<file path="config.mk">
export PLATFORM = sky130hd
export DESIGN_NAME = command_line_tokenizer
export DESIGN_NICKNAME = d
export VERILOG_FILES = /design/src/hw/rtl/clt_pkg.sv /design/src/hw/rtl/command_line_tokenizer.sv
export SDC_FILE = /design/constraint.sdc
export NUM_CORES = 1
export LEC_CHECK = 0
export ABC_AREA = 1
export BUFFER_PORTS_ARGS = -buffer_cell sky130_fd_sc_hd__buf_2
export CAP_MARGIN = 40
export CORE_MARGIN = 4
export CORE_UTILIZATION = 59
export DETAILED_ROUTE_END_ITERATION = 8
export GPL_TIMING_DRIVEN = 1
export PLACE_DENSITY = 0.79
export SETUP_SLACK_MARGIN = 0.5
export SYNTH_ARGS = -nofsm -noshare
export SYNTH_HDL_FRONTEND = slang
export SYNTH_SLANG_ARGS = --single-unit
</file>
<file path="constraint.sdc">
create_clock -name clk_i -period 4.4 [get_ports clk_i]
set_input_delay 0.44 -clock clk_i [delete_from_list [all_inputs] [get_ports clk_i]]
set_output_delay 0.44 -clock clk_i [all_outputs]
set_load 0.02 [all_outputs]
</file>
<file path="src/hw/rtl/clt_pkg.sv">
// Package for the command-line tokenizer: character codes and result type.
// No dependencies.
`timescale 1ns / 1ps
`default_nettype none

package clt_pkg;

  localparam logic [7:0] CH_QUOTE  = 8'h22;
  localparam logic [7:0] CH_SPACE  = 8'h20;
  localparam logic [7:0] CH_TAB    = 8'h09;
  localparam logic [7:0] CH_BSLASH = 8'h5C;
  localparam logic [7:0] CH_NONE   = 8'h00;

  // One result beat.
  typedef struct packed {
    logic [7:0] out_char;
    logic [7:0] repeat_count;
    logic       arg_end;
    logic       last_of_run;
  } clt_result_t;

endpackage

`default_nettype wire

</file>
<file path="src/hw/rtl/command_line_tokenizer.sv">
// Command-line tokenizer top level: input register, tokenizer state, result queue.
// Depends on clt_pkg.
`timescale 1ns / 1ps
`default_nettype none

// Channel   Direction  Handshake               Beat
// in        sink       in_valid_i / in_stall_o char_code_i, is_end_i
// out       source     out_valid_o/out_stall_i out_char_o, repeat_count_o,
//                                              arg_end_o, last_of_run_o
//
// A beat lands in the input register, then is decoded combinationally into zero,
// one or two result beats that enter a two-entry result queue.
// One input beat per cycle is taken while beats yield at most one result and the
// output is not stalled; a beat yielding two results waits for queue room for both.
// Reset clears the tokenizer state, the input register's valid bit and the queue count.
// A stalled output backs up into the input register, which then stalls the input.

module command_line_tokenizer
  import clt_pkg::*;
#(
  parameter int MAX_BACKSLASH_RUN = 255
) (
  input  wire logic       clk_i,
  input  wire logic       rst_ni,
  input  wire logic       in_valid_i,
  output      logic       in_stall_o,
  input  wire logic [7:0] char_code_i,
  input  wire logic       is_end_i,
  output      logic       out_valid_o,
  input  wire logic       out_stall_i,
  output      logic [7:0] out_char_o,
  output      logic [7:0] repeat_count_o,
  output      logic       arg_end_o,
  output      logic       last_of_run_o
);

  // Held backslash count saturates at the parameter, but never past 8 bits.
  localparam int          RunBoundInt = (MAX_BACKSLASH_RUN > 255) ? 255 : MAX_BACKSLASH_RUN;
  localparam logic [7:0]  RunBound    = RunBoundInt[7:0];

  // Input register.
  logic       in_valid_q;
  logic [7:0] in_char_q;
  logic       in_end_q;

  // Tokenizer state.
  logic [7:0] run_q, run_d;
  logic       inq_q, inq_d;
  logic       tok_q, tok_d;

  // Result queue; entry 0 is on the output port.
  clt_result_t ent_q [2];
  clt_result_t ent_d [2];
  logic [1:0]  cnt_q, cnt_d;

  // Decoded results of the held beat.
  clt_result_t res [2];
  logic [1:0]  n_res;

  logic       pop;
  logic [1:0] free_after;
  logic       advance;
  logic       take_in;

  // Decode: one beat against the current state.
  always_comb begin
    clt_result_t r0;
    clt_result_t r1;
    r0    = '{out_char: CH_NONE, repeat_count: 8'd0, arg_end: 1'b0, last_of_run: 1'b0};
    r1    = r0;
    n_res = 2'd0;
    run_d = run_q;
    inq_d = inq_q;
    tok_d = tok_q;

    if (in_end_q) begin
      // Flush the run, close an open argument, then back to reset state.
      if (run_q != 8'd0) begin
        r0    = '{out_char: CH_BSLASH, repeat_count: run_q, arg_end: 1'b1, last_of_run: 1'b1};
        n_res = 2'd1;
      end else if (tok_q) begin
        r0    = '{out_char: CH_NONE, repeat_count: 8'd0, arg_end: 1'b1, last_of_run: 1'b1};
        n_res = 2'd1;
      end
      run_d = 8'd0;
      inq_d = 1'b0;
      tok_d = 1'b0;
    end else if (in_char_q == CH_BSLASH) begin
      if (run_q < RunBound) begin
        run_d = run_q + 8'd1;
      end
      tok_d = 1'b1;
    end else if (in_char_q == CH_QUOTE) begin
      // Half the run goes out; odd run adds a literal quote, even toggles quoting.
      if ((run_q >> 1) != 8'd0) begin
        r0    = '{out_char: CH_BSLASH, repeat_count: run_q >> 1, arg_end: 1'b0,
                  last_of_run: ~run_q[0]};
        n_res = 2'd1;
        if (run_q[0]) begin
          r1    = '{out_char: CH_QUOTE, repeat_count: 8'd1, arg_end: 1'b0, last_of_run: 1'b1};
          n_res = 2'd2;
        end
      end else if (run_q[0]) begin
        r0    = '{out_char: CH_QUOTE, repeat_count: 8'd1, arg_end: 1'b0, last_of_run: 1'b1};
        n_res = 2'd1;
      end
      if (!run_q[0]) begin
        inq_d = ~inq_q;
      end
      run_d = 8'd0;
      tok_d = 1'b1;
    end else if (!inq_q && (in_char_q == CH_SPACE || in_char_q == CH_TAB)) begin
      // Unquoted separator closes the argument.
      if (run_q != 8'd0) begin
        r0    = '{out_char: CH_BSLASH, repeat_count: run_q, arg_end: 1'b1, last_of_run: 1'b1};
        n_res = 2'd1;
      end else if (tok_q) begin
        r0    = '{out_char: CH_NONE, repeat_count: 8'd0, arg_end: 1'b1, last_of_run: 1'b1};
        n_res = 2'd1;
      end
      run_d = 8'd0;
      tok_d = 1'b0;
    end else begin
      // Ordinary character, preceded by any held run.
      if (run_q != 8'd0) begin
        r0    = '{out_char: CH_BSLASH, repeat_count: run_q, arg_end: 1'b0, last_of_run: 1'b0};
        r1    = '{out_char: in_char_q, repeat_count: 8'd1, arg_end: 1'b0, last_of_run: 1'b1};
        n_res = 2'd2;
      end else begin
        r0    = '{out_char: in_char_q, repeat_count: 8'd1, arg_end: 1'b0, last_of_run: 1'b1};
        n_res = 2'd1;
      end
      run_d = 8'd0;
      tok_d = 1'b1;
    end
    res[0] = r0;
    res[1] = r1;
  end

  // Flow control: the held beat moves on once the queue has room for all its results.
  assign pop        = (cnt_q != 2'd0) && !out_stall_i;
  assign free_after = 2'd2 - cnt_q + {1'b0, pop};
  assign advance    = in_valid_q && (n_res <= free_after);
  assign in_stall_o = in_valid_q && !advance;
  assign take_in    = in_valid_i && !in_stall_o;

  // Queue update: pop from the head, then append the new results.
  always_comb begin
    logic [1:0] cnt_pop;
    cnt_pop  = cnt_q - {1'b0, pop};
    ent_d[0] = pop ? ent_q[1] : ent_q[0];
    ent_d[1] = ent_q[1];
    cnt_d    = cnt_pop;
    if (advance) begin
      if (n_res == 2'd2) begin
        ent_d[0] = res[0];
        ent_d[1] = res[1];
      end else if (n_res == 2'd1) begin
        ent_d[cnt_pop[0]] = res[0];
      end
      cnt_d = cnt_pop + n_res;
    end
  end

  always_ff @(posedge clk_i or negedge rst_ni) begin
    if (!rst_ni) begin
      in_valid_q <= 1'b0;
      run_q      <= 8'd0;
      inq_q      <= 1'b0;
      tok_q      <= 1'b0;
      cnt_q      <= 2'd0;
    end else begin
      if (!in_stall_o) begin
        in_valid_q <= in_valid_i;
      end
      if (advance) begin
        run_q <= run_d;
        inq_q <= inq_d;
        tok_q <= tok_d;
      end
      cnt_q <= cnt_d;
    end
  end

  // Payload registers, no reset.
  always_ff @(posedge clk_i) begin
    if (take_in) begin
      in_char_q <= char_code_i;
      in_end_q  <= is_end_i;
    end
    ent_q[0] <= ent_d[0];
    ent_q[1] <= ent_d[1];
  end

  assign out_valid_o    = (cnt_q != 2'd0);
  assign out_char_o     = ent_q[0].out_char;
  assign repeat_count_o = ent_q[0].repeat_count;
  assign arg_end_o      = ent_q[0].arg_end;
  assign last_of_run_o  = ent_q[0].last_of_run;

endmodule

`default_nettype wire

</file>
# Yosys cells after proc, flatten, opt, wreduce, memory -nomap -nowiden
# Memories as Yosys holds them, arrays and structs flattened.
# Cells that the tools add are included.
[totals]
regBits = 22
in_bits = 13
elab_cells = 90
mem_count = 1
out_inout_bits = 20
ramBits = 36
[op_classes]
magnitude_cmp = 4
bitwise_logic = 3
reduce_logical = 17
eq_ne = 9
muxes = 44
add_sub_neg = 5
[memory_table]
columns = ["name", "words", "word_bits", "read_ports", "rd_ports_with_merged_regs", "wr", "line", "source"]
rows = [
  ["ent_q", 2, 18, 2, 0, 2, "command_line_tokenizer.sv:52", "clt_result_t ent_q [2];"],
]
[op_table]
columns = ["op", "count"]
rows = [
  ["$mux 18", 12],
  ["$mux 36", 3],
  ["$bwmux 36", 1],
  ["$mux 17", 2],
  ["$mux 16", 2],
  ["$mux 8", 3],
  ["$demux 18 s1", 1],
  ["$mux 2", 9],
  ["$eq 8x6->1 const B", 2],
  ["$reduce_bool 8->1", 2],
  ["$mux 1", 11],
  ["$add 8x1->8 const B", 1],
  ["$eq 8x4->1 const B", 1],
  ["$eq 8x7->1 const B", 1],
  ["$lt 8x8->1 const B", 1],
  ["$logic_and 1x1->1", 6],
  ["$logic_not 1->1", 4],
  ["$ne 2x2->1 const B", 2],
  ["$reduce_and 4->1", 1],
  ["$reduce_bool 2->1", 2],
  ["$ne 3x2->1 const B", 1],
  ["$add 2x1->2", 1],
  ["$add 2x2->2", 1],
  ["$eq 2x1->1 const B", 1],
  ["10 further kinds", 11],
]

# Longest topological paths before layout
# Gate-level depths: netlist of the first run.
[logic_depth]
depth_word = 13
ltp_mapped = 22
mapped_depth_nobuf = 22

# Worst setup path after synthesis of the first run
# No wires, ideal clock.
[synth_path]
path_kind = "register to register"
start = "register, netlist name run_q[7]"
end = "memory ent_q[0][18] (netlist bit), enable pin"
t_required_ns = 4.008
path_buffers = 0
t_arrival_ns = 2.793
setup_ns = 0.392
path_stages_with_launch = 15
path_slack_ns = 1.215
period_less_slack_ns = 3.185
path_cell_list = "dfrtp_1 > nor2_1 > nand2_2 > inv_1 > nand3_2 > ha_1 > or2_2 > nand3_1 > nand2_1 > inv_1 > ha_1 > o21bai_2 > nand2_1 > nand2_2 > nor2_1"
[synth_lines]
columns = ["element", "line"]
rows = [
  ["end: declaration", "command_line_tokenizer.sv:52"],
]

==> run metrics, run 1 <==
starting utilization of the core area=61.6%; fraction of layout cells with a size suffix above 1=17.6%; CP max stage delay=0.49 ns; Die Ht=84.3 µm; final slew viol count=0; gr ovfl total=0; maximum VDD drop=360 µV; number of antenna violations at the first check in global routing=0; routed via count divided by cell count=5.31; post-synth design cell area=0.00343 mm²; placer congestion estimate=0.893; Area growth syn-to-layout=8.75%; number of antenna-violating nets in the routed design=0; number of distinct library cells after synthesis=43; clock slew at the register clock pins of the worst setup and hold paths=0.07 ns; outcome=finished, final reports clean; dominant register cell in the synthesized netlist=sky130_fd_sc_hd__edfxtp_1; Final TNS setup=0 ns; combined flip-flop and latch cell area=0.00150 mm²; cell taking the most area after synthesis=sky130_fd_sc_hd__edfxtp_1; Total Wirelength=7.25 mm; critical path fanouts, max=22; area of combinational cells with multiple inputs=0.00156 mm²; number of cell rows=27; FF-to-FF Start=run_q[0]; first-pass iteration count of the detailed router=5; number of remaining DRC errors=0; Async SR Flop Fraction=22.4%; power density over the cells=771 mW/mm²; Critical Setup Path Class=reg2reg; worst setup slack for register-to-register paths=1.05 ns; wire length of the first global-routing pass=12.3 mm; Yosys warning count=0; crit path max-delay cell type=sky130_fd_sc_hd__dfrtp_1; number of placed instances with taps included=516; number of synthesized register bits=58; crit path cell chain=inv_1 > ha_1 > nand2_4 > nor2_8 > inv_2 > nand2_1 > nand2_1 > nand2_1 > nand3_1 > nand2_1 > inv_1 > ha_1 > nand2_1 > nand2_1 > nand2_2 > nor2_1 > buf_4 > clkinvlp_4 > o21ai_0 > a21oi_1 > nor2_1; cell with the most instances after synthesis=sky130_fd_sc_hd__nand2_1; worst hold slack across all endpoints=0.279 ns; worst hold path class=in2reg; CTS Sinks=58; unrepaired setup endpoints after global routing=no; average wire per cell in the routed design=13.6 µm; Antenna Cells=0; largest net degree at the start of global routing=29; destination of the worst register-to-register timing path=ent_q[0][11]; clock period minus final worst setup slack=3.35 ns; Setup violations, final=0; static power due to leakage=1.76 nW; main area contributors after synthesis=sky130_fd_sc_hd__edfxtp_1, sky130_fd_sc_hd__nand2_1, sky130_fd_sc_hd__dfxtp_1, sky130_fd_sc_hd__dfrtp_1, sky130_fd_sc_hd__a21oi_1; Post-layout nets=480; Synth Instances=436; hold path startpoint=char_code_i[6]; max-cap check violation count=0; Die ar.=0.00710 mm²; Period Utilization, post-route=76.0%; later-pin clock latency in the skew report=0.33 ns; slew at the pin closest to its max-slew limit=0.845 ns; count of endpoints failing hold in the final timing report=0; tightest slew margin relative to the limit=43.4%; Synth top area share=23.6%; number of enable-type register cells in the synthesized netlist=27; cell mode on critical path=sky130_fd_sc_hd__nand2_1; end point of the worst hold path=in_char_q[6]; sequential element share of the synthesized area=43.6%; quantity of I/O buffers inserted on ports=32; clock buffer depth=2; top cell types by occurrence after synthesis=sky130_fd_sc_hd__nand2_1, sky130_fd_sc_hd__inv_1, sky130_fd_sc_hd__a21oi_1; TritonCTS clock tree=done; clock tree root buffer cell=sky130_fd_sc_hd__clkbuf_8; number of global-route vias before repair=2,667; DRC violation total after the first TritonRoute iteration=187; DR vias=2,830; number of cells in the finished layout apart from fillers=533; Filler Cell Count=460; area inside the core boundary=0.00557 mm²; Syn Nets=460; H-tree depth reported by CTS=3; Inserted Clock Buffers=9; Data required, critical path=4.67 ns; setup skew after layout=0.00937 ns; type of destination of the critical path=flip-flop; path depth of the worst reg2reg path=21; chip width=84.3 µm; number of top-level pins=33; overall global routing resource usage=21.4%; arrival time of the worst setup path=3.62 ns; CP Launch Type=flip-flop; Achievable Freq=299 MHz; synthesized area divided by synthesized cell count=7.87 µm²; HPWL after detailed placement=5.36 mm; Hold Path Cell Cnt=1
## sequential cells by signal (all words and copies together) (netlist names)
| signal | cells |
|---|---|
| tok_q | 1 |
| inq_q | 1 |
| ent_q | 36 |
| cnt_q | 2 |
| in_char_q | 8 |
| in_end_q | 1 |
| run_q | 8 |
| in_valid_q | 1 |
## per-stage QoR
stage          utilization (%)  setup slack, ns  power, mW  cell area, µm²
2_1_floorplan                -             1.21       2.13            3430
3_5_place_dp              63.4            0.899       2.40            3540
3_3_place_gp              63.4             1.01       2.35            3540
5_1_grt                   67.0            0.649       3.12            3730
6_report                  67.0             1.05       2.88            3730
4_1_cts                   66.9            0.881       2.88            3730
## report_power, final
group / switching [mW] / internal (mW) / total (mW)
clock network: 0.209 / 0.258 / 0.466
logic: 0.952 / 0.469 / 1.42
registers: 0.114 / 0.875 / 0.989
## timing repair
action,4_1_cts,5_1_grt
gates resized for setup,0,1
hold endpoints to repair,13,0
buffers inserted,0,0
hold buffers,1,0
endpoints found under the setup margin,0,1
## area by class of cell
class / instances / share of cell area, %
multi-input combinational: 297 / 41.7
sequential: 58 / 40.1
inverter: 53 / 5.56
timing repair buffer: 37 / 5.36
clock buffer: 10 / 3.42
tap: 72 / 2.41
clock inverter: 6 / 1.51
## cells in the final DEF, fill, tap and decap left out, types with 2 or more instances in the layout
| master | n |
|---|---|
| sky130_fd_sc_hd__a31oi_1 | 3 |
| sky130_fd_sc_hd__inv_1 | 42 |
| sky130_fd_sc_hd__nand2_2 | 3 |
| sky130_fd_sc_hd__o21ai_1 | 8 |
| sky130_fd_sc_hd__inv_4 | 3 |
| sky130_fd_sc_hd__a21boi_1 | 2 |
| sky130_fd_sc_hd__o21ai_0 | 31 |
| sky130_fd_sc_hd__a21oi_2 | 2 |
| sky130_fd_sc_hd__clkbuf_8 | 9 |
| sky130_fd_sc_hd__o22ai_1 | 4 |
| sky130_fd_sc_hd__a21oi_1 | 38 |
| sky130_fd_sc_hd__o211ai_1 | 2 |
| sky130_fd_sc_hd__nand3_2 | 3 |
| sky130_fd_sc_hd__a21boi_0 | 3 |
| sky130_fd_sc_hd__edfxtp_1 | 27 |
| sky130_fd_sc_hd__nor3_1 | 3 |
| sky130_fd_sc_hd__nor2_4 | 2 |
| sky130_fd_sc_hd__nand2_1 | 101 |
| sky130_fd_sc_hd__nand3_1 | 23 |
| sky130_fd_sc_hd__nor2_2 | 3 |
| sky130_fd_sc_hd__xor2_1 | 3 |
| sky130_fd_sc_hd__dfrtp_1 | 13 |
| sky130_fd_sc_hd__nor2_1 | 35 |
| sky130_fd_sc_hd__buf_4 | 4 |
| sky130_fd_sc_hd__inv_2 | 6 |
| sky130_fd_sc_hd__clkinv_2 | 4 |
| sky130_fd_sc_hd__dfxtp_1 | 18 |
| sky130_fd_sc_hd__mux2i_1 | 2 |
| sky130_fd_sc_hd__o21a_1 | 2 |
| sky130_fd_sc_hd__nor3_2 | 2 |
| sky130_fd_sc_hd__nand2_4 | 3 |
| sky130_fd_sc_hd__buf_2 | 32 |
| sky130_fd_sc_hd__ha_1 | 11 |
| sky130_fd_sc_hd__clkinv_1 | 2 |
## worst max path at each step
stage                              end  depth (start not counted)  slack, ns         from
after floorplan           ent_q[0][18]                         14       1.21     run_q[7]
after global placement    ent_q[0][11]                         19       1.01     run_q[7]
after detailed placement  ent_q[0][11]                         17       0.90  out_stall_i
after CTS                 ent_q[0][11]                         19       0.88     run_q[7]
after global routing       ent_q[0][9]                         21       0.65     run_q[0]
final                     ent_q[0][11]                         21       1.05     run_q[0]
## cell families (layout without fill, tap and decap cells)
| kind of cell | count (synthesis) | after routing | share of synthesized area (%) |
|---|---|---|---|
| compound gates | 97 | 97 | 15.5 |
| xor+xnor | 4 | 4 | 1.02 |
| fa+ha+maj | 11 | 11 | 4.01 |
| mux | 2 | 2 | 0.583 |
| simple gates | 183 | 183 | 24.2 |
| flops | 58 | 58 | 43.6 |
| buf+inv | 81 | 106 | 11.1 |
## critical path: cells and delay by family (launching register included)
family	cells	cell delay, ns
compound gates	2	0.24
fa+ha+maj	2	0.49
buf+inv	5	0.90
flops	1	0.49
simple gates	12	1.15
## layer usage
layer,share of wire (%),global-route usage [%],vias up
met5,0,0,-
met2,46,33.5,98
li1,-,-,1455
met4,1.3,8.04,0
met3,7.0,4.51,14
met1,46,29.1,1263
No activity file was read; power rests on OpenSTA's default activity.
==> run 2, diff against run 1 <==
--- a/config.mk
+++ b/config.mk
@@ -9,10 +9,10 @@
 export BUFFER_PORTS_ARGS = -buffer_cell sky130_fd_sc_hd__buf_2
 export CAP_MARGIN = 40
 export CORE_MARGIN = 4
-export CORE_UTILIZATION = 59
+export CORE_UTILIZATION = 54
 export DETAILED_ROUTE_END_ITERATION = 8
 export GPL_TIMING_DRIVEN = 1
-export PLACE_DENSITY = 0.79
+export PLACE_DENSITY = 0.77
 export SETUP_SLACK_MARGIN = 0.5
 export SYNTH_ARGS = -nofsm -noshare
 export SYNTH_HDL_FRONTEND = slang
==> constraint.sdc (replaced) <==
create_clock -name clk_i -period 2.7 [get_ports clk_i]
set_input_delay 0.27 -clock clk_i [delete_from_list [all_inputs] [get_ports clk_i]]
set_output_delay 0.27 -clock clk_i [all_outputs]
set_load 0.02 [all_outputs]
==> run 2 against run 1 <==
  * The run now ends with negative setup slack left
  * Combinational power increased to 3.2 times the previous value
  * Flip-flop and latch count unchanged
  * Via count increased by 36%
  * Sequential share of layout area decreased by 11 points
  * Critical path depth increased by 1
  * Global-route usage increased by 8.9 points
  * Critical path type unchanged
==> run metrics, run 2 (same netlist as run 1, synthesis figures left out) <==
number of antenna-violating nets in the routed design=0; Final Core Density=83.8%; tightest slew margin relative to the limit=54.7%; number of global-route vias before repair=3,389; DR vias=3,857; clock period minus final worst setup slack=2.85 ns; Period Utilization, post-route=105%; final worst setup slack=-0.147 ns; number of flip-flops in the largest register=36; clock slew at the register clock pins of the worst setup and hold paths=0.07 ns; max-cap check violation count=0; area inside the core boundary=0.00606 mm²; wire length of the first global-routing pass=17.4 mm; gr ovfl total=0; CP max stage delay=0.41 ns; placer congestion estimate=0.873; arrival time of the worst setup path=3.10 ns; violations in the final reports=negative setup slack; number of top-level pins=33; combinational share of power=64.3%; number of antenna violations at the first check in global routing=0; chip width=87.7 µm; Final Total Pwr=7.09 mW; DRC violation total after the first TritonRoute iteration=615; Data required, critical path=2.95 ns; type of destination of the critical path=flip-flop; Inserted Clock Buffers=9; Total Wirelength=12.9 mm; largest registers in the final layout=ent_q (36), in_char_q (8), run_q (8); fraction of layout cells with a size suffix above 1=46.3%; Critical Setup Path Class=reg2reg; number of cell rows=28; slew at the pin closest to its max-slew limit=0.675 ns; CTS Sinks=58; largest net degree at the start of global routing=29; static power due to leakage=2.32 nW; Final TNS setup=-3.64 ns; placed standard-cell area=0.00389 mm²; Die Ht=87.7 µm; TritonCTS clock tree=done; worst hold slack across all endpoints=0.0804 ns; unrepaired setup endpoints after global routing=yes; Int Pwr=3.84 mW; overall global routing resource usage=30.3%; cell mode on critical path=sky130_fd_sc_hd__nand2_2; routed via count divided by cell count=6.29; most frequent cells in the layout=sky130_fd_sc_hd__nand2_1, sky130_fd_sc_hd__buf_4, sky130_fd_sc_hd__a21oi_1, sky130_fd_sc_hd__inv_1, sky130_fd_sc_hd__buf_2; number of remaining DRC errors=0; later-pin clock latency in the skew report=0.36 ns; setup skew after layout=0.00917 ns; H-tree depth reported by CTS=3; starting utilization of the core area=56.6%; net switching share of the total power=45.8%; maximum VDD drop=956 µV; share of total power in the clock network=12.6%; Post-layout nets=557; crit path cell chain=inv_2 > nand2_1 > nor2_1 > nand2_1 > nand2_2 > nand2_2 > nand2_2 > nand2_2 > nand2_2 > nand3_4 > nand2_4 > inv_4 > ha_4 > o21bai_4 > nand2_4 > nand2_4 > buf_6 > clkinv_8 > nand2_8 > buf_6 > nor3_2 > o21a_1; Switch Pwr=3.25 mW; final slew viol count=0; CP Launch Type=flip-flop; Area growth syn-to-layout=47.8%; quantity of I/O buffers inserted on ports=32; first-pass iteration count of the detailed router=9; clock tree root buffer cell=sky130_fd_sc_hd__clkbuf_8; outcome=finished with violations; largest register by flop count=ent_q; clock buffer depth=2; Antenna Cells=0; count of endpoints failing hold in the final timing report=0; HPWL after detailed placement=6.07 mm; critical path fanouts, max=7; Achievable Freq=351 MHz; worst hold path class=in2reg; Die ar.=0.00770 mm²; average wire per cell in the routed design=21.1 µm; crit path max-delay cell type=sky130_fd_sc_hd__edfxtp_1; power density over the cells=1400 mW/mm²; most frequent standard cell in the layout excluding fill and tap cells=sky130_fd_sc_hd__nand2_1; Flop pwr share=23.1%; Setup violations, final=62; final non-filler cell area=0.00508 mm²
run 2: stage by stage:
step	std cells	setup WS, ns
global route	613	-0.235
finish	613	-0.147
detailed placement	543	-0.00407
floorplan	436	0.178
global placement	543	0.112
CTS	599	0.120
run 2: power groups by stage:
| stage | Combinational, mW | Clock (mW) | Sequential (mW) |
|---|---|---|---|
| 2_1_floorplan | 2.17 | 0 | 1.60 |
| 3_3_place_gp | 2.66 | 0 | 1.60 |
| 3_5_place_dp | 2.75 | 0 | 1.62 |
| 4_1_cts | 3.57 | 0.887 | 1.61 |
| 5_1_grt | 4.81 | 0.936 | 1.66 |
| 6_report | 4.56 | 0.893 | 1.64 |
run 2: path summary, 6_finish.rpt:
kind	startpoint	endpoint	slack (ns)	cells after the start
min reg2reg	ent_q[0][11]	ent_q[0][11]	0.50	2
max in group asynchronous	rst_ni	run_q[0]	2.08	2
min in group asynchronous	rst_ni	cnt_q[0]	0.34	2
min	char_code_i[5]	in_char_q[5]	0.08	1
max	in_char_q[1]	run_q[6]	-0.15	22
max reg2reg	in_char_q[1]	run_q[6]	-0.15	22
run 2: worst max-delay path, delay by kind of cell (launching register included):
kind                     cells  cell delay, ns
buffers and inverters        5            0.51
adder cells (fa/ha/maj)      1            0.15
AO/OA/AOI/OAI                2            0.39
AND/OR/NAND/NOR             14            1.26
flip-flops                   1            0.41
run 2: metal layers:
| metal | GRT usage [%] | part of all wire [%] |
|---|---|---|
| met1 | 37.2 | 36 |
| met2 | 49.6 | 47 |
| met3 | 6.11 | 11 |
| met4 | 17.0 | 7.2 |
| met5 | 0 | 0 |
run 2: area by class of cell:
class / count / area, µm²
Clock buffer: 10 / 128
Sequential cell: 58 / 1500
Timing Repair Buffer: 111 / 927
Inverter: 53 / 245
Clock inverter: 6 / 81.3
Tap cell: 75 / 93.8
Fill cell: 302 / 985
Timing Repair inverter: 3 / 26.3
Multi-Input combinational cell: 297 / 2080
run 2: timing repair:
item	CTS	global route
cloned	3	1
endpoints found under the hold margin	13	0
buffers inserted	36	13
resized for setup	76	58
setup endpoints to repair	77	77
hold buffers	1	0
pin swaps	19	13
